### src/rtl/core/rrc_pkg.sv
`timescale 1ns / 1ps
`default_nettype none

package rrc_pkg;

   // fixed field widths
   localparam int unsigned RATIO_W    = 32;
   localparam int unsigned GAIN_W     = 24;
   localparam int unsigned THR_W      = 15;
   localparam int unsigned CHCOUNT_W  = 2;
   localparam int unsigned CSR_IDX_W  = 3;
   localparam int unsigned CSR_DATA_W = 32;

   // shared multiplier operand width, fits gain and any sample magnitude
   localparam int unsigned MUL_W = 24;

   // ratio is Q8.24, gain is Q8.16, so the product is shifted by the difference
   localparam int unsigned FRAC_SHIFT = 8;

   localparam logic [RATIO_W-1:0] RATIO_ONE = 32'h0100_0000;

   // register indexes
   localparam logic [CSR_IDX_W-1:0] CSR_CHANNEL_COUNT   = 3'd0;
   localparam logic [CSR_IDX_W-1:0] CSR_THRESHOLD_LEVEL = 3'd1;
   localparam logic [CSR_IDX_W-1:0] CSR_PEAK_RATIO      = 3'd2;
   localparam logic [CSR_IDX_W-1:0] CSR_ATTACK_STEP     = 3'd3;
   localparam logic [CSR_IDX_W-1:0] CSR_RELEASE_STEP    = 3'd4;
   localparam logic [CSR_IDX_W-1:0] CSR_MAKEUP_GAIN     = 3'd5;

   // register reset values
   localparam logic [CHCOUNT_W-1:0] CHANNEL_COUNT_RST   = 2'd1;
   localparam logic [THR_W-1:0]     THRESHOLD_LEVEL_RST = 15'd10361;
   localparam logic [RATIO_W-1:0]   PEAK_RATIO_RST      = 32'd67108864;
   localparam logic [RATIO_W-1:0]   ATTACK_STEP_RST     = 32'd3804;
   localparam logic [RATIO_W-1:0]   RELEASE_STEP_RST    = 32'd1427;
   localparam logic [GAIN_W-1:0]    MAKEUP_GAIN_RST     = 24'd65536;

   typedef struct packed {
      logic [CHCOUNT_W-1:0] channel_count;
      logic [THR_W-1:0]     threshold_level;
      logic [RATIO_W-1:0]   peak_ratio;
      logic [RATIO_W-1:0]   attack_step;
      logic [RATIO_W-1:0]   release_step;
      logic [GAIN_W-1:0]    makeup_gain;
   } cfg_type;

   // datapath operations issued by the controller
   typedef enum logic [3:0] {
      OP_NONE,
      OP_CLEAR,
      OP_LOAD,
      OP_SQ_NEW,
      OP_SQ_OLD,
      OP_SQ_THR,
      OP_CMP,
      OP_RATIO,
      OP_DIV_INIT,
      OP_DIV_STEP,
      OP_OUT
   } op_type;

   typedef struct packed {
      op_type op;
   } cmd_type;

   typedef struct packed {
      logic clear_last;
      logic div_last;
      logic out_free;
   } status_type;

endpackage

`default_nettype wire

### src/rtl/core/rrc_ctrl.sv
`timescale 1ns / 1ps
`default_nettype none

module rrc_ctrl (
   input  wire logic                clock,
   input  wire logic                reset,
   input  wire logic                req_valid,
   output logic                     req_ready,
   input  rrc_pkg::status_type      status,
   output rrc_pkg::cmd_type         cmd
);
   import rrc_pkg::*;

   typedef enum logic [3:0] {
      S_CLEAR,
      S_IDLE,
      S_SQ_NEW,
      S_SQ_OLD,
      S_SQ_THR,
      S_CMP,
      S_RATIO,
      S_DIV_INIT,
      S_DIV,
      S_OUT
   } state_type;

   state_type state_ff;

   assign req_ready = (state_ff == S_IDLE);

   // state sequence: clear pass after reset, then one item at a time
   always_ff @(posedge clock) begin
      if (reset) begin
         state_ff <= S_CLEAR;
      end else begin
         unique case (state_ff)
            S_CLEAR: begin
               if (status.clear_last) state_ff <= S_IDLE;
            end
            S_IDLE: begin
               if (req_valid) state_ff <= S_SQ_NEW;
            end
            S_SQ_NEW:   state_ff <= S_SQ_OLD;
            S_SQ_OLD:   state_ff <= S_SQ_THR;
            S_SQ_THR:   state_ff <= S_CMP;
            S_CMP:      state_ff <= S_RATIO;
            S_RATIO:    state_ff <= S_DIV_INIT;
            S_DIV_INIT: state_ff <= S_DIV;
            S_DIV: begin
               if (status.div_last) state_ff <= S_OUT;
            end
            S_OUT: begin
               if (status.out_free) state_ff <= S_IDLE;
            end
            default: state_ff <= S_CLEAR;
         endcase
      end
   end

   // operation for the datapath in each state
   always_comb begin
      cmd.op = OP_NONE;
      unique case (state_ff)
         S_CLEAR:    cmd.op = OP_CLEAR;
         S_IDLE:     cmd.op = req_valid ? OP_LOAD : OP_NONE;
         S_SQ_NEW:   cmd.op = OP_SQ_NEW;
         S_SQ_OLD:   cmd.op = OP_SQ_OLD;
         S_SQ_THR:   cmd.op = OP_SQ_THR;
         S_CMP:      cmd.op = OP_CMP;
         S_RATIO:    cmd.op = OP_RATIO;
         S_DIV_INIT: cmd.op = OP_DIV_INIT;
         S_DIV:      cmd.op = OP_DIV_STEP;
         S_OUT:      cmd.op = status.out_free ? OP_OUT : OP_NONE;
         default:    cmd.op = OP_NONE;
      endcase
   end

endmodule

`default_nettype wire

### config.mk
export PLATFORM = sky130hd
export DESIGN_NAME = rrc_ctrl
export DESIGN_NICKNAME = d
export VERILOG_FILES = /design/src/rtl/core/rrc_pkg.sv /design/src/rtl/core/rrc_ctrl.sv
export SDC_FILE = /design/constraint.sdc
export NUM_CORES = 1
export LEC_CHECK = 0
export BUFFER_PORTS_ARGS = -buffer_cell sky130_fd_sc_hd__clkbuf_2
export CAP_MARGIN = 20
export CORE_AREA = 10 10 47 49
export DETAILED_ROUTE_END_ITERATION = 12
export DIE_AREA = 0 0 57 59
export PLACE_DENSITY_LB_ADDON = 0.08
export SYNTH_ARGS = -nofsm -noshare
export SYNTH_HDL_FRONTEND = slang
export SYNTH_SLANG_ARGS = --single-unit
### constraint.sdc
create_clock -name clock -period 1.45 [get_ports clock]
set_input_delay 0.145 -clock clock [delete_from_list [all_inputs] [get_ports clock]]
set_output_delay 0.145 -clock clock [all_outputs]
set_load 0.01 [all_outputs]
=== Word level (Yosys, flattened, before mapping) ===
Cells that the tools add are included.

* Register bits after elaboration: 4
* Output and inout bits: 5

* Equal/unequal tests: 13
* Multiplexer cells: 8
* Reductions and logical operators: 2

{| class="wikitable"
|+ Operators with widths
! operator !! count
|-
| one-hot mux 4 bit (10 select lines) || 2
|-
| 2-to-1 mux 4 bit || 5
|-
| equality test 4 x 3 -> 1 bit, second input constant || 4
|-
| equality test 4 x 2 -> 1 bit, second input constant || 2
|-
| equality test 4 bit, second input constant || 2
|-
| != test 2 bit, second input constant || 4
|-
| equality test 4 x 1 -> 1 bit, second input constant || 1
|-
| zero test 4 bit || 1
|-
| AND reduction 4 bit || 1
|-
| 2-to-1 mux 2 bit || 1
|}

=== Depth between registers and ports, before layout ===
Gate-level depths: netlist (run 1).

* Depth after elaboration: 3
* Depth in mapped cells: 5

=== Least setup slack after synthesis (run 1) ===
OpenSTA, ideal clock, no wires.

* Path kind: register to register
* Start: register state_ff[2]
* End: register state_ff[3]
* Library setup time: 0.091 ns
* Data arrival time: 0.947 ns
* Required time: 1.359 ns
* Slack: 0.412 ns
* Stages on the path, launching flop included: 5
* Cells stage by stage: dfxtp_1 -> nor2_4 -> nand2_1 -> o21a_1 -> a311oi_1

* Cells in the longest elaborated chain, start to end: 3
* Elaborated cells between the ends (all ways): 16
* Those cells by class: eq/ne: 13; mux: 1; reduce/logical: 2

{| class="wikitable"
|+ Ends and longest elaborated chain
! item !! line !! text
|-
| start: declaration || rrc_ctrl.sv:27 || <nowiki>state_type state_ff;</nowiki>
|-
| start signal: assignment || rrc_ctrl.sv:34 || <nowiki>state_ff <= S_CLEAR;</nowiki>
|-
| start signal: assignment || rrc_ctrl.sv:38 || <nowiki>if (status.clear_last) state_ff <= S_IDLE;</nowiki>
|-
| start signal: assignment || rrc_ctrl.sv:41 || <nowiki>if (req_valid) state_ff <= S_SQ_NEW;</nowiki>
|-
| equality test 4 bit (tied with other cells) || rrc_ctrl.sv:36 || <nowiki>unique case (state_ff)</nowiki>
|-
| != test 2 bit (no line) || -- ||
|-
| AND reduction 4 bit (no line) || -- ||
|}

Several ways; a longest one is shown, not always the timed one.
A chain may end at the register's enable or synchronous reset.

==> results.rst, run 1 <==
.. list-table::
   :header-rows: 1

   * - Metric
     - Value
   * - Sinks on the clock net
     - 4
   * - Setup Skew
     - approximately 0.0036 ns
   * - Setup Viol. Count Final
     - 0
   * - Top cells by area in the synthesized netlist
     - dfxtp_1 27%, a21oi_1 8.5%, nor2b_1 8.5%
   * - Dominant register cell in the synthesized netlist
     - dfxtp_1
   * - Biggest area consumer among synthesized cells
     - dfxtp_1
   * - Average cell area after synthesis
     - ~7.4 sq um
   * - Kind of cell with the highest combined delay on the critical path
     - flip-flops
   * - Slew headroom
     - 81.7%
   * - Minimum setup slack in the final design
     - between 0.1 and 0.15 ns
   * - Wire length of the first global-routing pass
     - 1440 um
   * - Reg2reg setup slack
     - between 0.2 and 0.3 ns
   * - Run status
     - finished, final reports clean
   * - Kind of critical path
     - reg2out
   * - Period utilisation layout
     - 92.1%
   * - Synth warn
     - 0
   * - Remaining antenna violation count after routing
     - 0
   * - Standard cell core area
     - 1400 sq um
   * - Placed instance area
     - ~360 sq um
   * - Power density of the placed cells
     - ~1700 nW/um^2
   * - R2r startpoint
     - state_ff[2]
   * - Post-layout instance area
     - around 400 sq um
   * - Number of buffer cells added on primary ports
     - 10
   * - Master of the slowest instance on the critical path
     - dfxtp_4
   * - Required time at the worst-slack endpoint
     - between 1 and 1.5 ns
   * - Drc violations
     - 0
   * - Layout cells sized above 1
     - between 30% and 40%
   * - Crit start category
     - register
   * - Area Growth Syn to Fin
     - 35.7%
   * - Register clock-pin slew on the reported worst setup and hold paths
     - approximately 0.040 ns
   * - Post-synthesis async set-or-reset flop share
     - 0%
   * - Distinct cell type count of the synthesized netlist
     - 20
   * - Die span in y
     - 59 um
   * - Number of flip-flops in the largest register
     - 4
   * - Clock insertion delay at the later pin of the skew report
     - between 0.2 and 0.25 ns
   * - Cells on worst reg2reg path
     - 4
   * - Number of vias per cell after detailed routing
     - approximately 4.7
   * - Post-route worst hold slack
     - 0.0726 ns
   * - Max Root-Sink Buffers
     - 2
   * - Reg-to-Reg End
     - state_ff[3]
   * - Routed WL
     - about 830 um
   * - Post-placement worst setup slack
     - ~0.15 ns
   * - DRC violation total after the first TritonRoute iteration
     - 6
   * - Number of antenna cells inserted
     - 0
   * - Top register by number of flip-flops
     - state_ff
   * - Cell depth of the worst min-delay path
     - 2
   * - Static leakage
     - 0.185 nW
   * - Routed vias
     - 324
   * - Number of slew-limit violations in the final report
     - 0
   * - Setup tns final
     - 0 ns
   * - Root Buffer Master
     - clkbuf_4
   * - Endpoint type of the worst setup path
     - primary output
   * - Number of enable flip-flop cells after synthesis
     - 0
   * - Slowest stage delay, CP
     - around 0.37 ns
   * - Number of nets at the end of the flow
     - between 60 and 70
   * - Final core utilization
     - about 28%
   * - Die area
     - 3360 sq um
   * - Width of the chip
     - 57 um
   * - Number of register bits inferred by synthesis
     - 4
   * - Arrival @ worst endpoint
     - 1.19 ns
   * - Worst min-delay path startpoint
     - reset
   * - Worst IR drop on VDD
     - between 600 and 700 uV
   * - Unrepaired setup endpoints after global routing
     - false
   * - CTS H-tree depth
     - 1
   * - HPWL after detailed placement
     - around 650 um
   * - Initial antenna violation count
     - 0
   * - Series of cell instances along the critical path
     - nor2b_4 -> o21ai_0 -> a21oi_1 -> a41o_1 -> clkbuf_2
   * - Largest registers ranked by flip-flop count
     - state_ff: 4 flops
   * - Pin count of the biggest net entering global routing
     - 13
   * - TritonCTS clock tree
     - built
   * - Synthesized Nets
     - 46
   * - Starting density of the core
     - between 20% and 30%
   * - Via count of the first global-routing pass
     - roughly 310
   * - Final period demand of the worst path
     - between 1 and 1.5 ns
   * - Number of ports placed on the die boundary
     - 11
   * - Row cnt
     - 14
   * - Clock buffer count from CTS
     - 3
   * - Post-Synthesis Cells
     - 40
   * - Final number of hold-violating endpoints
     - 0
   * - WHS Endpoint
     - state_ff[3]
   * - Total power
     - roughly 0.67 mW
   * - Post-Place Cells
     - 65
   * - Min-delay worst type
     - in2reg
   * - F_max
     - ~750 MHz
   * - Max-capacitance violation count
     - 0
   * - Max Fanout on Critical Path
     - 9
   * - Critical path buffers and inverters
     - 1
   * - Actual transition at the worst max-transition pin
     - roughly 0.27 ns
   * - GRT Total Usage
     - ~5.5%
   * - Post-route insts no fill
     - approximately 70
   * - Area share of the largest cell type after synthesis
     - a little over a quarter
   * - Sequential element share of the synthesized area
     - around 27%
   * - Synth cell count leaders
     - 5 x a21oi_1, 5 x nand2_1, 4 x dfxtp_1, 4 x nor2b_1, 3 x nor3_1
   * - Total standard cell area after synthesis
     - ~290 sq um
   * - RD Place Congestion
     - roughly 0.8
   * - Detailed-route wire length per cell
     - ~12 um
   * - Detailed-router iteration count before antenna repair
     - 3
   * - Total congestion overflow after global routing
     - 0
## placed cells by master (no fill, tap or decap), types with 2 or more instances in the layout
| cell type | instances |
|---|---|
| clkbuf_2 | 10 |
| nand4_1 | 2 |
| nand2b_1 | 2 |
| clkbuf_4 | 3 |
| inv_1 | 2 |
| dfxtp_2 | 2 |
| nor2b_1 | 3 |
| nor2_1 | 2 |
| nand2_1 | 5 |
| nor3_1 | 3 |
| buf_4 | 2 |
| a21oi_1 | 5 |
## kinds of logic after synthesis
kind of cell	after synthesis	synth area share (%)
flops	4	27.2
mux	1	3.40
simple gates	20	37.4
compound gates	10	20.8
xor+xnor	1	2.98
buf+inv	4	8.08
## per-layer routing
| layer | routed length [um] | track usage [%] | up-vias |
|---|---|---|---|
| li1 | - | - | 167 |
| met1 | 409 | 5.93 | 144 |
| met2 | 353 | 8.06 | 9 |
| met3 | 49 | 2.36 | 4 |
| met4 | 17 | 5.03 | 0 |
| met5 | 0 | 0 | - |
## worst max path at each step
stage             endpoint  cells past startpoint   startpoint  slack [ns]
6_report            cmd[1]                      5  state_ff[0]        0.11
5_1_grt             cmd[1]                      5  state_ff[0]        0.02
4_1_cts             cmd[1]                      5  state_ff[0]      0.0002
3_5_place_dp        cmd[1]                      5  state_ff[0]        0.15
3_3_place_gp        cmd[1]                      5  state_ff[0]        0.17
2_1_floorplan  state_ff[3]                      4  state_ff[2]        0.41
## timing repair
| item | 4_1_cts | 5_1_grt |
|---|---|---|
| buffers inserted | 0 | 1 |
| gates resized for setup | 1 | 5 |
| hold buffers | 0 | 0 |
| setup endpoints to repair | 1 | 1 |
## cell type report
class / instances / area [sq um]
timing repair buffer: 12 / 65.1
tap: 16 / 20.0
inverter: 2 / 7.51
multi-input combinational: 32 / 198
fill: 158 / 1000
clock buffer: 3 / 22.5
sequential: 4 / 86.3
## power breakdown
group | total, mW | switching (mW) | internal, mW
clock | 0.138 | 0.0450 | 0.0925
sequential | 0.204 | 0.0580 | 0.146
combinational | 0.328 | 0.166 | 0.161
total | 0.669 | 0.269 | 0.400
(Power assumes the default switching activity.)
==> inputs of run 2 (changes only) <==
- CORE_AREA: 10 10 47 49 -> 2 2 39 41
- DIE_AREA: 0 0 57 59 -> 0 0 41 43
==> run 2 against run 1 <==
Sequential share of layout area down 0.59 points; combinational power grew 5%; register-to-register slack got worse by 0.05 ns; largest power group unchanged; via count grew 3.4%; sequential power about the same; critical path depth did not move; global-route usage increased by 4.9 points; maximum frequency is 2.5% lower.
==> results.rst, run 2 (synthesis results as in run 1) <==
.. list-table::
   :header-rows: 1

   * - Metric
     - Value
   * - Total power
     - 0.683 mW
   * - Number of antenna cells inserted
     - 0
   * - Series of cell instances along the critical path
     - nor2b_4 -> o21ai_2 -> a21oi_1 -> a41o_1 -> buf_2
   * - Max-capacitance violation count
     - 0
   * - TritonCTS clock tree
     - built
   * - Sinks on the clock net
     - 4
   * - Power density of the placed cells
     - 1660 nW/um^2
   * - Starting density of the core
     - about a fifth
   * - Min-delay worst type
     - in2reg
   * - Top register by number of flip-flops
     - state_ff
   * - Detailed-route wire length per cell
     - about 12 um
   * - Layout cells sized above 1
     - 42.6%
   * - GRT Total Usage
     - 10.4%
   * - Final core utilization
     - between 20% and 30%
   * - Via count of the first global-routing pass
     - around 290
   * - Run status
     - finished, final reports clean
   * - Sequential cell area
     - about 86 sq um
   * - Post-layout instance area
     - slightly above 400 sq um
   * - Remaining antenna violation count after routing
     - 0
   * - Slowest stage delay, CP
     - approximately 0.37 ns
   * - Width of the chip
     - approximately 40 um
   * - Standard cell core area
     - roughly 1400 sq um
   * - Highest-count cells in the layout ignoring fill and taps
     - 9 x clkbuf_2, 5 x a21oi_1, 5 x nand2_1
   * - Crit start category
     - register
   * - Routed vias
     - between 300 and 400
   * - Total congestion overflow after global routing
     - 0
   * - Slew headroom
     - just under 80%
   * - Placed instance area
     - around 360 sq um
   * - Setup Skew
     - ~0.0080 ns
   * - Worst IR drop on VDD
     - approximately 500 uV
   * - Max Root-Sink Buffers
     - 2
   * - Max Fanout on Critical Path
     - 6
   * - Minimum setup slack in the final design
     - ~0.08 ns
   * - CTS H-tree depth
     - 1
   * - Static leakage
     - about 0.19 nW
   * - Number of ports placed on the die boundary
     - 11
   * - Largest registers ranked by flip-flop count
     - state_ff: 4 flops
   * - DRC violation total after the first TritonRoute iteration
     - 6
   * - Kind of critical path
     - reg2out
   * - Drc violations
     - 0
   * - Period utilisation layout
     - ~94%
   * - Number of flip-flops in the largest register
     - 4
   * - Register clock-pin slew on the reported worst setup and hold paths
     - 0.04 ns
   * - RD Place Congestion
     - around 0.65
   * - Final number of hold-violating endpoints
     - 0
   * - Arrival @ worst endpoint
     - 1.23 ns
   * - Number of slew-limit violations in the final report
     - 0
   * - Area used by multi-input combinational logic
     - ~200 sq um
   * - Detailed-router iteration count before antenna repair
     - 3
   * - Clock buffer count from CTS
     - 3
   * - Pin count of the biggest net entering global routing
     - 11
   * - Setup Viol. Count Final
     - 0
   * - Area Growth Syn to Fin
     - 39.6%
   * - Die span in y
     - 43 um
   * - Initial antenna violation count
     - 0
   * - Required time at the worst-slack endpoint
     - between 1 and 1.5 ns
   * - F_max
     - between 700 and 800 MHz
   * - Leading cell type in the layout, fill and taps excluded
     - clkbuf_2
   * - Post-placement worst setup slack
     - roughly 0.21 ns
   * - Number of vias per cell after detailed routing
     - about 4.8
   * - Wire length of the first global-routing pass
     - 1180 um
   * - Die area
     - 1760 sq um
   * - Number of buffer cells added on primary ports
     - 10
   * - Master of the slowest instance on the critical path
     - dfxtp_4
   * - Actual transition at the worst max-transition pin
     - around 0.33 ns
   * - Final period demand of the worst path
     - between 1 and 1.5 ns
   * - Root Buffer Master
     - clkbuf_4
   * - Endpoint type of the worst setup path
     - primary output
   * - Row cnt
     - 14
   * - HPWL after detailed placement
     - a little over 600 um
   * - Filler cell count in the final layout
     - 154
   * - Clock insertion delay at the later pin of the skew report
     - about 0.23 ns
   * - Routed WL
     - approximately 800 um
   * - Number of nets at the end of the flow
     - between 60 and 70
==> run 2: cell types whose count changed in the layout (fill, tap and decap cells not counted), sizes merged <==
cell	previous run	this run
buf	2	4
clkbuf	13	12
==> run 2: layout make-up <==
type                    instances  area share (%)
multi-input cells              32            49.1
flip-flops and latches          4            21.0
repair buffers                 13            17.7
clock buffers                   3            5.49
well taps                      16            4.88
inverters                       2            1.83
==> run 2: repair_timing <==
item / CTS / global route
hold endpoints to repair: 0 / 0
gates cloned: 0 / 0
setup endpoints to repair: 1 / 1
pin swaps: 0 / 1
hold buffers: 0 / 0
resized for setup: 2 / 7
setup buffers: 0 / 1
==> run 2: metrics by stage <==
stage | hold WS (ns) | std cells | setup TNS, ns
2_1_floorplan | 0.217 | 40 | 0
3_3_place_gp | 0.322 | 66 | 0
3_5_place_dp | 0.332 | 66 | 0
4_1_cts | 0.0808 | 69 | 0
5_1_grt | 0.0706 | 70 | -0.0169
6_report | 0.0900 | 70 | 0
==> run 2: where the power goes <==
group / internal [mW] / switching [mW]
clock network: 0.0922 / 0.0414
logic: 0.173 / 0.173
registers: 0.144 / 0.0593
total: 0.409 / 0.273
==> run 2: worst max-delay path: cells and delay by family (launching register included) <==
family          cells  cell delay, ns
flops               1            0.37
buf+inv             1            0.13
compound gates      3            0.34
simple gates        1            0.16
==> run 2: final timing paths <==
kind,from,end,slack [ns],cells after the start
max reg2reg,state_ff[3],state_ff[3],0.24,3
min,reset,state_ff[3],0.09,2
max,state_ff[0],cmd[1],0.08,5
min reg2reg,state_ff[0],state_ff[3],0.65,3
==> run 2: routing by layer <==
metal,part of all wire (%),routed length [um],vias to the layer above,track usage (%)
met5,0,0,-,0
met4,0.62,5,0,8.00
met3,6.5,52,2,4.71
met2,52,422,7,14.4
met1,40,324,155,11.9
li1,-,-,171,-
