===== config.mk =====
export PLATFORM = sky130hd
export DESIGN_NAME = rrc_csr
export DESIGN_NICKNAME = d
export VERILOG_FILES = /design/src/rtl/core/rrc_pkg.sv /design/src/rtl/core/rrc_csr.sv
export SDC_FILE = /design/constraint.sdc
export NUM_CORES = 1
export LEC_CHECK = 0
export ABC_AREA = 1
export CORE_MARGIN = 2
export CORE_UTILIZATION = 25
export CTS_BUF_LIST = sky130_fd_sc_hd__clkbuf_8 sky130_fd_sc_hd__clkbuf_16
export CTS_CLUSTER_DIAMETER = 40
export DETAILED_ROUTE_END_ITERATION = 8
export DONT_BUFFER_PORTS = 1
export SETUP_SLACK_MARGIN = 0.3
export SYNTH_ARGS = -nofsm -noshare
export SYNTH_HDL_FRONTEND = slang
export SYNTH_SLANG_ARGS = --single-unit

===== constraint.sdc =====
create_clock -name clock -period 1.65 [get_ports clock]
set_clock_uncertainty 0.2 [all_clocks]
set_input_delay 0.165 -clock clock [delete_from_list [all_inputs] [get_ports clock]]
set_output_delay 0.165 -clock clock [all_outputs]
set_load 0.01 [all_outputs]

===== src/rtl/core/rrc_pkg.sv =====
`timescale 1ns / 1ps
`default_nettype none

package rrc_pkg;

   // fixed field widths
   localparam int unsigned RATIO_W    = 32;
   localparam int unsigned GAIN_W     = 24;
   localparam int unsigned THR_W      = 15;
   localparam int unsigned CHCOUNT_W  = 2;
   localparam int unsigned CSR_IDX_W  = 3;
   localparam int unsigned CSR_DATA_W = 32;

   // shared multiplier operand width, fits gain and any sample magnitude
   localparam int unsigned MUL_W = 24;

   // ratio is Q8.24, gain is Q8.16, so the product is shifted by the difference
   localparam int unsigned FRAC_SHIFT = 8;

   localparam logic [RATIO_W-1:0] RATIO_ONE = 32'h0100_0000;

   // register indexes
   localparam logic [CSR_IDX_W-1:0] CSR_CHANNEL_COUNT   = 3'd0;
   localparam logic [CSR_IDX_W-1:0] CSR_THRESHOLD_LEVEL = 3'd1;
   localparam logic [CSR_IDX_W-1:0] CSR_PEAK_RATIO      = 3'd2;
   localparam logic [CSR_IDX_W-1:0] CSR_ATTACK_STEP     = 3'd3;
   localparam logic [CSR_IDX_W-1:0] CSR_RELEASE_STEP    = 3'd4;
   localparam logic [CSR_IDX_W-1:0] CSR_MAKEUP_GAIN     = 3'd5;

   // register reset values
   localparam logic [CHCOUNT_W-1:0] CHANNEL_COUNT_RST   = 2'd1;
   localparam logic [THR_W-1:0]     THRESHOLD_LEVEL_RST = 15'd10361;
   localparam logic [RATIO_W-1:0]   PEAK_RATIO_RST      = 32'd67108864;
   localparam logic [RATIO_W-1:0]   ATTACK_STEP_RST     = 32'd3804;
   localparam logic [RATIO_W-1:0]   RELEASE_STEP_RST    = 32'd1427;
   localparam logic [GAIN_W-1:0]    MAKEUP_GAIN_RST     = 24'd65536;

   typedef struct packed {
      logic [CHCOUNT_W-1:0] channel_count;
      logic [THR_W-1:0]     threshold_level;
      logic [RATIO_W-1:0]   peak_ratio;
      logic [RATIO_W-1:0]   attack_step;
      logic [RATIO_W-1:0]   release_step;
      logic [GAIN_W-1:0]    makeup_gain;
   } cfg_type;

   // datapath operations issued by the controller
   typedef enum logic [3:0] {
      OP_NONE,
      OP_CLEAR,
      OP_LOAD,
      OP_SQ_NEW,
      OP_SQ_OLD,
      OP_SQ_THR,
      OP_CMP,
      OP_RATIO,
      OP_DIV_INIT,
      OP_DIV_STEP,
      OP_OUT
   } op_type;

   typedef struct packed {
      op_type op;
   } cmd_type;

   typedef struct packed {
      logic clear_last;
      logic div_last;
      logic out_free;
   } status_type;

endpackage

`default_nettype wire


===== src/rtl/core/rrc_csr.sv =====
`timescale 1ns / 1ps
`default_nettype none

module rrc_csr (
   input  wire logic                             clock,
   input  wire logic                             reset,
   input  wire logic                             csr_valid,
   output logic                                  csr_ready,
   input  wire logic [rrc_pkg::CSR_IDX_W-1:0]    csr_index,
   input  wire logic [rrc_pkg::CSR_DATA_W-1:0]   csr_data,
   output rrc_pkg::cfg_type                      cfg
);
   import rrc_pkg::*;

   cfg_type cfg_ff;

   // writes are always taken
   assign csr_ready = 1'b1;
   assign cfg       = cfg_ff;

   // register file, each write keeps the low bits of the data
   always_ff @(posedge clock) begin
      if (reset) begin
         cfg_ff.channel_count   <= CHANNEL_COUNT_RST;
         cfg_ff.threshold_level <= THRESHOLD_LEVEL_RST;
         cfg_ff.peak_ratio      <= PEAK_RATIO_RST;
         cfg_ff.attack_step     <= ATTACK_STEP_RST;
         cfg_ff.release_step    <= RELEASE_STEP_RST;
         cfg_ff.makeup_gain     <= MAKEUP_GAIN_RST;
      end else if (csr_valid) begin
         unique case (csr_index)
            CSR_CHANNEL_COUNT:   cfg_ff.channel_count   <= csr_data[CHCOUNT_W-1:0];
            CSR_THRESHOLD_LEVEL: cfg_ff.threshold_level <= csr_data[THR_W-1:0];
            CSR_PEAK_RATIO:      cfg_ff.peak_ratio      <= csr_data[RATIO_W-1:0];
            CSR_ATTACK_STEP:     cfg_ff.attack_step     <= csr_data[RATIO_W-1:0];
            CSR_RELEASE_STEP:    cfg_ff.release_step    <= csr_data[RATIO_W-1:0];
            CSR_MAKEUP_GAIN:     cfg_ff.makeup_gain     <= csr_data[GAIN_W-1:0];
            default: begin
            end
         endcase
      end
   end

endmodule

`default_nettype wire


Yosys cells after proc, flatten, opt, wreduce, memory -nomap -nowiden
Index checks and enable logic that the tools add are counted.
{ "totals": {"output_inout_bits": 138, "regBits": 137} }
{ "op_classes": {"n_reduce_logical": 7, "n_eq_ne": 5} }
{ "ops": {"columns": ["op", "count"], "rows": [
  ["2-bit AND reduction", 6],
  ["3-bit by 2-bit == test with 1-bit output, second input constant", 2],
  ["3-bit == test, second input constant", 2],
  ["3-bit by 1-bit == test with 1-bit output, second input constant", 1],
  ["3-bit zero test", 1]
]} }

Logic depth before layout (Yosys ltp)
Gate-level depths: netlist of the first run.
{ "logic_depth": {"depth_word": 2, "ltp_mapped": 7} }

Least setup slack after synthesis of the first run
OpenSTA, ideal clock, no wires.
{ "synth_timing": {"path_type": "input -> register", "startpoint": "input port csr_valid", "endpoint": "register cfg_ff, in the netlist cfg[90]", "required_time_ns": 1.337, "stages": 7, "setup_time_ns": 0.113, "slack_ns": 0.476, "arrival_ns": 0.861, "cell_sequence": "inv_1 nor2_2 buf_2 buf_2 nand3_1 nand2_1 nor2_1"} }
{ "synth_via": {"elab_chain_len": 1} }
{ "synth_rtl": {"columns": ["element", "line", "source"], "rows": [
  ["from (decl)", "rrc_csr.sv:7", "input wire logic csr_valid,"],
  ["2-bit AND reduction (no line)", null, null],
  ["to (decl)", "rrc_csr.sv:15", "cfg_type cfg_ff;"]
]} }
No other way between the ends.
A chain may end at the register's enable or synchronous reset.

Worst setup path in the final report of the first run
{ "layout_timing": {"startpoint": "input port reset", "endpoint": "register cfg_ff, in the netlist cfg[58]"} }
{ "layout_lines": {"columns": ["element", "line", "source"], "rows": [
  ["from (decl)", "rrc_csr.sv:6", "input wire logic reset,"]
]} }
No word-level cell between the ends.

==> metrics.yaml, run 1 <==
status: "complete, but fails checks"
violations: "hold timing"
cts_tree: "done"
clkTransAtPathRegs_ns: 0.06
holdWs_ns: -0.188
power.total_w: 0.00796
num_vias: 4908
worstPathArrival_ns: 1.41
drive_gt1_share_pct: 8.18
worstPathMaxFanout: 100
grt_max_degree: 101
largest_reg_flops: 137
pin_count: 176
track_usage_pct: 16.5
cellLeakagePower_nw: 2.93
r2r_end: "cfg[16]"
setup_violations: 0
grt_overflow: 0
area_delta_synth_final_pct: 26.3
syn-cell-area_sq_um: 5370
cts-root-buf: "clkbuf_16"
pre_cts_ws_ns: 0.248
reg2reg_from: "cfg[16]"
slew_viol_final: 0
mostFrequentLayoutCell: "nor2_1"
wl_per_cell_um: 17.1
ir_worst_vdd_mv: 0.577
synth.area.top_cells: "dfxtp_1 (51%), nor2_1 (16%), nand3_1 (13%)"
start_kind: "input pin"
dpl.hpwl_um: 12600
core-area_sq_um: 21000
via_per_inst: 4.49
seq_area_frac_synth_pct: 51.1
setup_slack_ns: 0.320
placed_cell_area_sq_um: 5760
yosys.area.top_type: "dfxtp_1"
ys_ff_latch: 137
hold_viol: 48
finalCriticalPeriod_ns: 1.33
synth_area_per_cell_sq_um: 6.94
clk-insertion-delay-late_ns: 0.41
cts_made_buffers: 17
path_class: "input pin to flip-flop"
dr.pass1.iters: 4
highest_layer: "met4"
htree_levels: 4
power_density_nw_per_um2: 1170
cp_data_required_time_ns: 1.73
portBuffers: 0
syn-instance-count: 773
fillers: 2262
yosysWarnings: 0
antenna_found_initial: 0
die_area_sq_um: 22700
post-route-drc-count: 0
start_util_pct: 25.5
holdCritPathClass: "input pin to flip-flop"
fin_nets: 845
rows: 53
worst_setup_path_end_kind: "flip-flop"
met2WireLength_um: 8440
die_h_um: 151
hold_depth: 4
gp_congestion: 0.758
grt_pass1_vias: 4633
cts.sinks: 137
tns_ns: 0
met3_length_um: 1830
post-route-period-util_pct: 80.6
final_cell_mix: "nor2_1 (227), nand2_1 (171), nand3_1 (137), dfxtp_1 (137), dlygate4sd3_1 (41)"
ant_nets: 0
yosysUniqueCellTypes: 13
stdcell_area_sq_um: 6780
wl_met1_um: 8180
cap_violations: 0
wl_um: 18700
rsz0062_at_grt: "yes"
ff2ff_setup_slack_ns: 0.72
instances_no_fill: 1094
hold_path.startpoint: "csr_index[2]"
clk_path_buf_depth: 2
ff2ff_path_depth: 2
synth.top_cell.area_share_pct: 51.1
dp.cells: 1019
drt-initial-drc-count: 355
grt_pass1_wl_um: 27800
syn-num-nets: 811
die_w_um: 151
num_antenna_cells: 0
worstHoldEndpoint: "cfg[121]"
max_freq_mhz: 752
critical path, cell delays in order:
cell	delay (ns)
dlygate4sd3_1	0.59
inv_4	0.10
buf_16	0.30
nand3_1	0.14
cell type report:
| cell class | count | area, sq um | share of cell area (%) |
|---|---|---|---|
| flip-flops and latches | 137 | 2740 | 40.5 |
| multi-input cells | 546 | 2280 | 33.6 |
| repair buffers | 66 | 702 | 10.4 |
| clock buffers | 19 | 453 | 6.68 |
| well taps | 275 | 344 | 5.07 |
| inverters | 39 | 149 | 2.20 |
| clock inverters | 12 | 110 | 1.62 |
worst max-delay path by stage:
stage / slack (ns) / depth (start not counted) / startpoint / endpoint
after floorplan: 0.48 / 7 / csr_valid / cfg[90]
after global placement: 0.26 / 6 / csr_index[2] / cfg[11]
final: 0.32 / 4 / reset / cfg[58]
after global routing: 0.28 / 6 / csr_index[1] / cfg[115]
after detailed placement: 0.25 / 6 / csr_index[2] / cfg[11]
after CTS: 0.32 / 7 / csr_valid / cfg[114]
synth_stat cells (all sizes together):
master and count:
buf 42, clkbuf 9, conb 1, dfxtp 137, inv 39, nand2 171
nand3 137, nor2 236, o21ai 1
routing by layer:
layer  vias up  global-route usage (%)
met2       161                    25.2
li1       2465                       -
met1      2260                    21.0
met5         -                       0
met4         0                    4.81
met3        22                    7.03
stage by stage:
step,hold WS (ns),utilization [%]
2_1_floorplan,0.0782,-
3_3_place_gp,0.0821,27.4
3_5_place_dp,0.0858,27.4
4_1_cts,-0.197,32.0
5_1_grt,-0.167,32.3
6_report,-0.188,32.3
power breakdown:
group          switching, W  internal (W)
clock network       0.00144       0.00226
logic              0.000431      0.000251
registers          0.000146       0.00343
cell families (layout without fill, tap and decap cells):
family          after synthesis  in the layout  share of synthesized area [%]
simple gates                544            544                           41.5
flops                       137            137                           51.1
buf+inv                      90            136                           7.23
other cells                   1              1                         0.0699
compound gates                1              1                         0.0932
repair_timing:
action / in CTS / in global routing
hold buffers: 40 / 1
hold endpoints to repair: 137 / 25
endpoints found under the setup margin: 0 / 22
resized for setup: 0 / 2
buffers inserted: 0 / 2
Note: power is estimated with default switching activity, not from simulation.
==> inputs of run 2 (changes only) <==
- clock period: 1.65 -> 1.2 ns (I/O delays scaled with it)
==> run 2 against run 1 <==
The flow still finishes with violations (hold timing). Cell count fell by 0.55%. Sequential power rose by 36%. Global-route usage rose by 0.18 points. Worst setup slack got worse by 0.31 ns. First-iteration DRC count fell by 28%. Design area rose by 11%. Register-to-register slack got worse by 0.37 ns. Critical path depth fell by 3. Sequential cell count did not move. Routed wire length fell by 0.18%. Worst hold slack got worse by 0.094 ns. Clock-buffer cell count did not move. Critical path type is now flip-flop to output pin.
==> metrics.yaml, run 2 (synthesis gave the netlist of run 1 again) <==
status: "complete, but fails checks"
violations: "hold timing"
sequentialPowerShare_pct: 44.1  # -0.8 points
antenna_found_initial: 0  # unchanged
worstPathMaxFanout: 2  # -98%
worst_setup_path_end_kind: "output pin"
die_h_um: 151  # unchanged
area_delta_synth_final_pct: 40.3
ant_nets: 0  # unchanged
ir_worst_vdd_mv: 0.790  # +37%
combPwrFrac_pct: 9.7  # +1.1 points
holdCritPathClass: "input pin to flip-flop"
post-route-period-util_pct: 98.8
worstPathArrival_ns: 0.87  # -0.54 ns
fillers: 2187  # -3.3%
cts.sinks: 137  # unchanged
ctsHoldBuffers: 28  # -30%
clkTransAtPathRegs_ns: 0.06  # about the same
wl_um: 18700  # -0.18%
wl_per_cell_um: 17.2  # +0.37%
sw_frac_of_total_pct: 25.5  # +0.13 points
die_area_sq_um: 22700  # unchanged
hold_viol: 137  # +190%
power_density_nw_per_um2: 1460  # +24%
finalCriticalPeriod_ns: 1.19
start_util_pct: 25.5  # unchanged
start_kind: "flip-flop"
dpl.hpwl_um: 13000  # +3.3%
placed_cell_area_sq_um: 6270  # +9.0%
cts_made_buffers: 17  # unchanged
htree_levels: 4  # unchanged
tns_ns: 0  # unchanged
track_usage_pct: 16.6  # +0.18 points
via_per_inst: 4.49  # +0.18%
pin_count: 176  # unchanged
grt_overflow: 0  # unchanged
num_antenna_cells: 0  # unchanged
post-route-drc-count: 0  # unchanged
mostFrequentLayoutCell: "nor2_1"
dr.pass1.iters: 5  # +1
die_w_um: 151  # unchanged
instances_no_fill: 1088  # -0.55%
r2r_end: "cfg[51]"
hold_path.startpoint: "csr_index[0]"
cp_cell_sequence: "buf_6"
cts_setup_buffers: 0  # unchanged
clk-insertion-delay-late_ns: 0.41  # about the same
rsz0062_at_grt: "yes"
cp_data_required_time_ns: 0.88  # -0.85 ns
num_vias: 4890  # -0.37%
cts-root-buf: "clkbuf_16"
largest_reg_flops: 137  # unchanged
worstHoldEndpoint: "cfg[16]"
stdcell_area_sq_um: 7530  # +11%
crit_slowest_cell: "dfxtp_2"
portBuffers: 0  # unchanged
core-area_sq_um: 21000  # unchanged
path_buf_inv: 1  # -2
ff2ff_path_depth: 2  # unchanged
drive_gt1_share_pct: 33.8  # +26 points
internal_power_w: 0.00818  # +38%
hold_depth: 3  # -1
slew_viol_final: 0  # unchanged
path_class: "flip-flop to output pin"
dp.cells: 1028  # +0.88%
final_cell_mix: "nor2_1 (227), nand2_1 (160), nand3_1 (107)"
p_sw_w: 0.00280  # +39%
grt_pass1_vias: 4721  # +1.9%
rows: 53  # unchanged
fin_nets: 838  # -0.83%
max_freq_mhz: 844
setup_violations: 0  # unchanged
pre_cts_ws_ns: 0.116  # -0.132 ns
gp_congestion: 0.760  # +0.26%
holdWs_ns: -0.282  # -0.0938 ns
clkPwrFrac_pct: 46.2  # -0.4 points
clk_path_buf_depth: 2  # unchanged
reg2reg_from: "cfg[51]"
cap_violations: 0  # unchanged
grt_max_degree: 37  # -63%
drt-initial-drc-count: 255  # -28%
setup_slack_ns: 0.0147  # -0.305 ns
crit_family: "flip-flops"
ff2ff_setup_slack_ns: 0.35  # -0.37 ns
cellLeakagePower_nw: 3.21  # +9.6%
slowest_delay_ns: 0.33  # -0.26 ns
grt_pass1_wl_um: 28100  # +1.0%
cts_tree: "done"
## run 2: cell types whose count changed in the layout (fill, tap and decap cells not counted), moves of 17 or more
cell | previous run | this run
buf_12 | 5 | 22
dfxtp_1 | 137 | 0
dfxtp_2 | 0 | 72
dfxtp_4 | 0 | 65
dlygate4sd3_1 | 41 | 12
inv_1 | 37 | 14
inv_2 | 4 | 21
nand3_1 | 137 | 107
nand3_2 | 0 | 30
## run 2: metrics by stage
stage,total power (W),util (%)
after global routing,0.0114,35.8
after CTS,0.0111,35.2
after global placement,0.00596,29.8
after floorplan,0.00567,-
after detailed placement,0.00597,29.8
final,0.0110,35.8
## run 2: cell type report
cell class / instances / area, sq um / area share [%]
repair buffers: 59 / 840 / 11.2
clock buffers: 19 / 453 / 6.02
multi-input cells: 546 / 2510 / 33.3
well taps: 275 / 344 / 4.57
flip-flops and latches: 137 / 3080 / 40.9
inverters: 39 / 191 / 2.54
clock inverters: 13 / 114 / 1.51
## run 2: power groups by stage
stage,registers [W],logic [W],clock network [W]
final,0.00484,0.00107,0.00506
after global routing,0.00486,0.00119,0.00540
after CTS,0.00488,0.00105,0.00519
after detailed placement,0.00502,0.000956,0
after global placement,0.00501,0.000947,0
after floorplan,0.00496,0.000703,0
## run 2: how the worst max path moves through the flow
stage                            start       end  slack (ns)  cells past startpoint
final                          cfg[23]   cfg[23]        0.01                      1
after CTS                      cfg[23]   cfg[23]      -0.005                      1
after global placement    csr_index[2]   cfg[73]        0.12                      6
after floorplan           csr_index[2]   cfg[90]        0.21                      6
after global routing           cfg[57]   cfg[57]       -0.01                      1
after detailed placement  csr_index[2]  cfg[128]        0.12                      6
## run 2: metal layers
layer  up-vias  routed length [um]  track usage, %
li1       2453                   -               -
met1      2276                7760            20.1
met2       140                8810            26.4
met3        21                1730            7.33
met4         0                 361            5.47
met5         -                   0               0
## run 2: repair_timing
| item | in CTS | in global routing |
|---|---|---|
| pin swaps | 0 | 2 |
| gates resized for setup | 182 | 69 |
| cloned | 0 | 0 |
| hold endpoints to repair | 137 | 137 |
| endpoints found under the setup margin | 137 | 215 |
==> inputs of run 3 (changes only) <==
- HOLD_SLACK_MARGIN: default -> 0.08
- SETUP_SLACK_MARGIN: 0.3 -> 0.5
==> run 3 against run 2 <==
The run still ends with hold timing left. Register-to-register slack about the same. Non-clock buffer count down 24. Worst setup slack improved by 0.0063 ns. Critical path depth did not move. Total power grew 4.6%. Clock-buffer cell count decreased by 2. First-iteration DRC count shrank 25%. Clock power grew 10%. Cell count decreased by 2.2%.
==> metrics.yaml, run 3 (synthesis gave the netlist of run 1 again) <==
path_class: "flip-flop to output pin"
crit_slowest_cell: "dfxtp_2"
rsz0062_at_grt: "yes"
hold_path.startpoint: "csr_data[4]"
cp_cell_sequence: "buf_6"
antenna_found_initial: 0  # unchanged
ant_nets: 0  # unchanged
max_freq_mhz: 848  # +0.54%
dr.pass1.iters: 4  # -1
hold_depth: 2  # -1
hold_viol: 137  # unchanged
grt_pass1_wl_um: 28200  # +0.52%
num_vias: 4896  # +0.12%
wl_um: 18800  # +0.76%
ff2ff_path_depth: 3  # +1
fin_nets: 814  # -2.9%
drive_gt1_share_pct: 48.4  # +15 points
cts_tree: "done"
portBuffers: 0  # unchanged
instances_no_fill: 1064  # -2.2%
track_usage_pct: 16.6  # about the same
placed_cell_area_sq_um: 6320  # +0.68%
holdWs_ns: -0.366  # -0.0845 ns
die_w_um: 151  # unchanged
num_antenna_cells: 0  # unchanged
cts.sinks: 137  # unchanged
wl_per_cell_um: 17.7  # +3.0%
die_h_um: 151  # unchanged
stdcell_area_sq_um: 7830  # +4.0%
setup_violations: 0  # unchanged
path_buf_inv: 1  # unchanged
dpl.hpwl_um: 12500  # -4.0%
core-area_sq_um: 21000  # unchanged
dp.cells: 1024  # -0.39%
status: "complete, but fails checks"
post-route-period-util_pct: 98.3  # -0.53 points
drt-initial-drc-count: 191  # -25%
clk-insertion-delay-late_ns: 0.41  # about the same
power_density_nw_per_um2: 1470  # +0.65%
start_kind: "flip-flop"
grt_overflow: 0  # unchanged
slowest_delay_ns: 0.32  # about the same
ctsHoldBuffers: 7  # -75%
die_area_sq_um: 22700  # unchanged
gp_congestion: 0.812  # +6.8%
mostFrequentLayoutCell: "nor2_1"
r2r_end: "cfg[55]"
largest_reg_flops: 137  # unchanged
ff2ff_setup_slack_ns: 0.35  # about the same
start_util_pct: 25.5  # unchanged
grt_max_degree: 55  # +49%
finalCriticalPeriod_ns: 1.18  # -0.00632 ns
worstPathMaxFanout: 2  # unchanged
final_cell_mix: "nor2_1 (151), nand2_1 (148), dfxtp_4 (80)"
post-route-drc-count: 0  # unchanged
cts-root-buf: "clkbuf_16"
worst_setup_path_end_kind: "output pin"
cts_made_buffers: 17  # unchanged
clkTransAtPathRegs_ns: 0.06  # about the same
cp_data_required_time_ns: 0.88  # about the same
rows: 53  # unchanged
slew_viol_final: 0  # unchanged
pin_count: 176  # unchanged
worstHoldEndpoint: "cfg[60]"
cellLeakagePower_nw: 3.19  # -0.75%
grt_pass1_vias: 4840  # +2.5%
crit_family: "flip-flops"
reg2reg_from: "cfg[55]"
ir_worst_vdd_mv: 0.772  # -2.3%
area_delta_synth_final_pct: 45.8
violations: "hold timing"
holdCritPathClass: "input pin to flip-flop"
clk_path_buf_depth: 2  # unchanged
cap_violations: 0  # unchanged
worstPathArrival_ns: 0.86  # about the same
htree_levels: 4  # unchanged
via_per_inst: 4.60  # +2.4%
run 3: cell types whose count changed in the layout (fill, tap and decap cells not counted), moves of 12 or more:
cell	delta
dfxtp_4	+15
nor2_2	+54
nand3_2	+33
dlygate4sd3_1	-12
nor2_4	+22
inv_1	+12
inv_2	-16
nand2_1	-12
dfxtp_2	-15
nor2_1	-76
nand3_1	-33
run 3: per-layer routing:
| layer | routed length (um) | vias to the layer above | GRT usage (%) |
|---|---|---|---|
| met5 | 0 | - | 0 |
| met4 | 184 | 0 | 4.25 |
| met3 | 1670 | 12 | 6.79 |
| met2 | 9000 | 148 | 27.1 |
| met1 | 7940 | 2327 | 20.3 |
| li1 | - | 2409 | - |
run 3: area by class of cell:
| cell class | count | area [sq um] |
|---|---|---|
| Clock buffer | 17 | 425 |
| Clock inverter | 15 | 201 |
| Fill cell | 2122 | 13200 |
| Inverter | 39 | 198 |
| Multi-Input combinational cell | 546 | 3020 |
| Sequential cell | 137 | 3110 |
| Tap cell | 275 | 344 |
| Timing Repair Buffer | 35 | 522 |
run 3: worst max-delay path by stage:
stage,startpoint,end,depth (start not counted)
2_1_floorplan,csr_index[2],cfg[90],6
3_3_place_gp,csr_valid,cfg[134],6
3_5_place_dp,csr_valid,cfg[134],6
4_1_cts,cfg[89],cfg[89],1
5_1_grt,cfg[89],cfg[89],1
6_report,cfg[89],cfg[89],1
run 3: what timing repair did:
item | in CTS | in global routing
hold endpoints to repair | 137 | 137
endpoints found under the setup margin | 274 | 274
pin swaps | 192 | 4
resized for setup | 179 | 182
gates cloned | 0 | 0
buffers inserted | 0 | 1
run 3: stage by stage:
stage / setup WS, ns / TNS [ns] / total power [W] / util [%]
global placement: 0.0602 / 0 / 0.00595 / 30.0
CTS: -0.00776 / -0.0183 / 0.0116 / 34.7
detailed placement: 0.0568 / 0 / 0.00596 / 30.0
finish: 0.0210 / 0 / 0.0115 / 37.2
floorplan: 0.209 / 0 / 0.00571 / -
global route: -0.0213 / -0.0566 / 0.0120 / 37.2
run 3: power breakdown:
| group | internal, W | total, W | switching, W |
|---|---|---|---|
| Sequential | 0.00462 | 0.00484 | 0.000223 |
| Combinational | 0.000388 | 0.00106 | 0.000671 |
| Clock | 0.00348 | 0.00559 | 0.00210 |
| Total | 0.00849 | 0.0115 | 0.00300 |
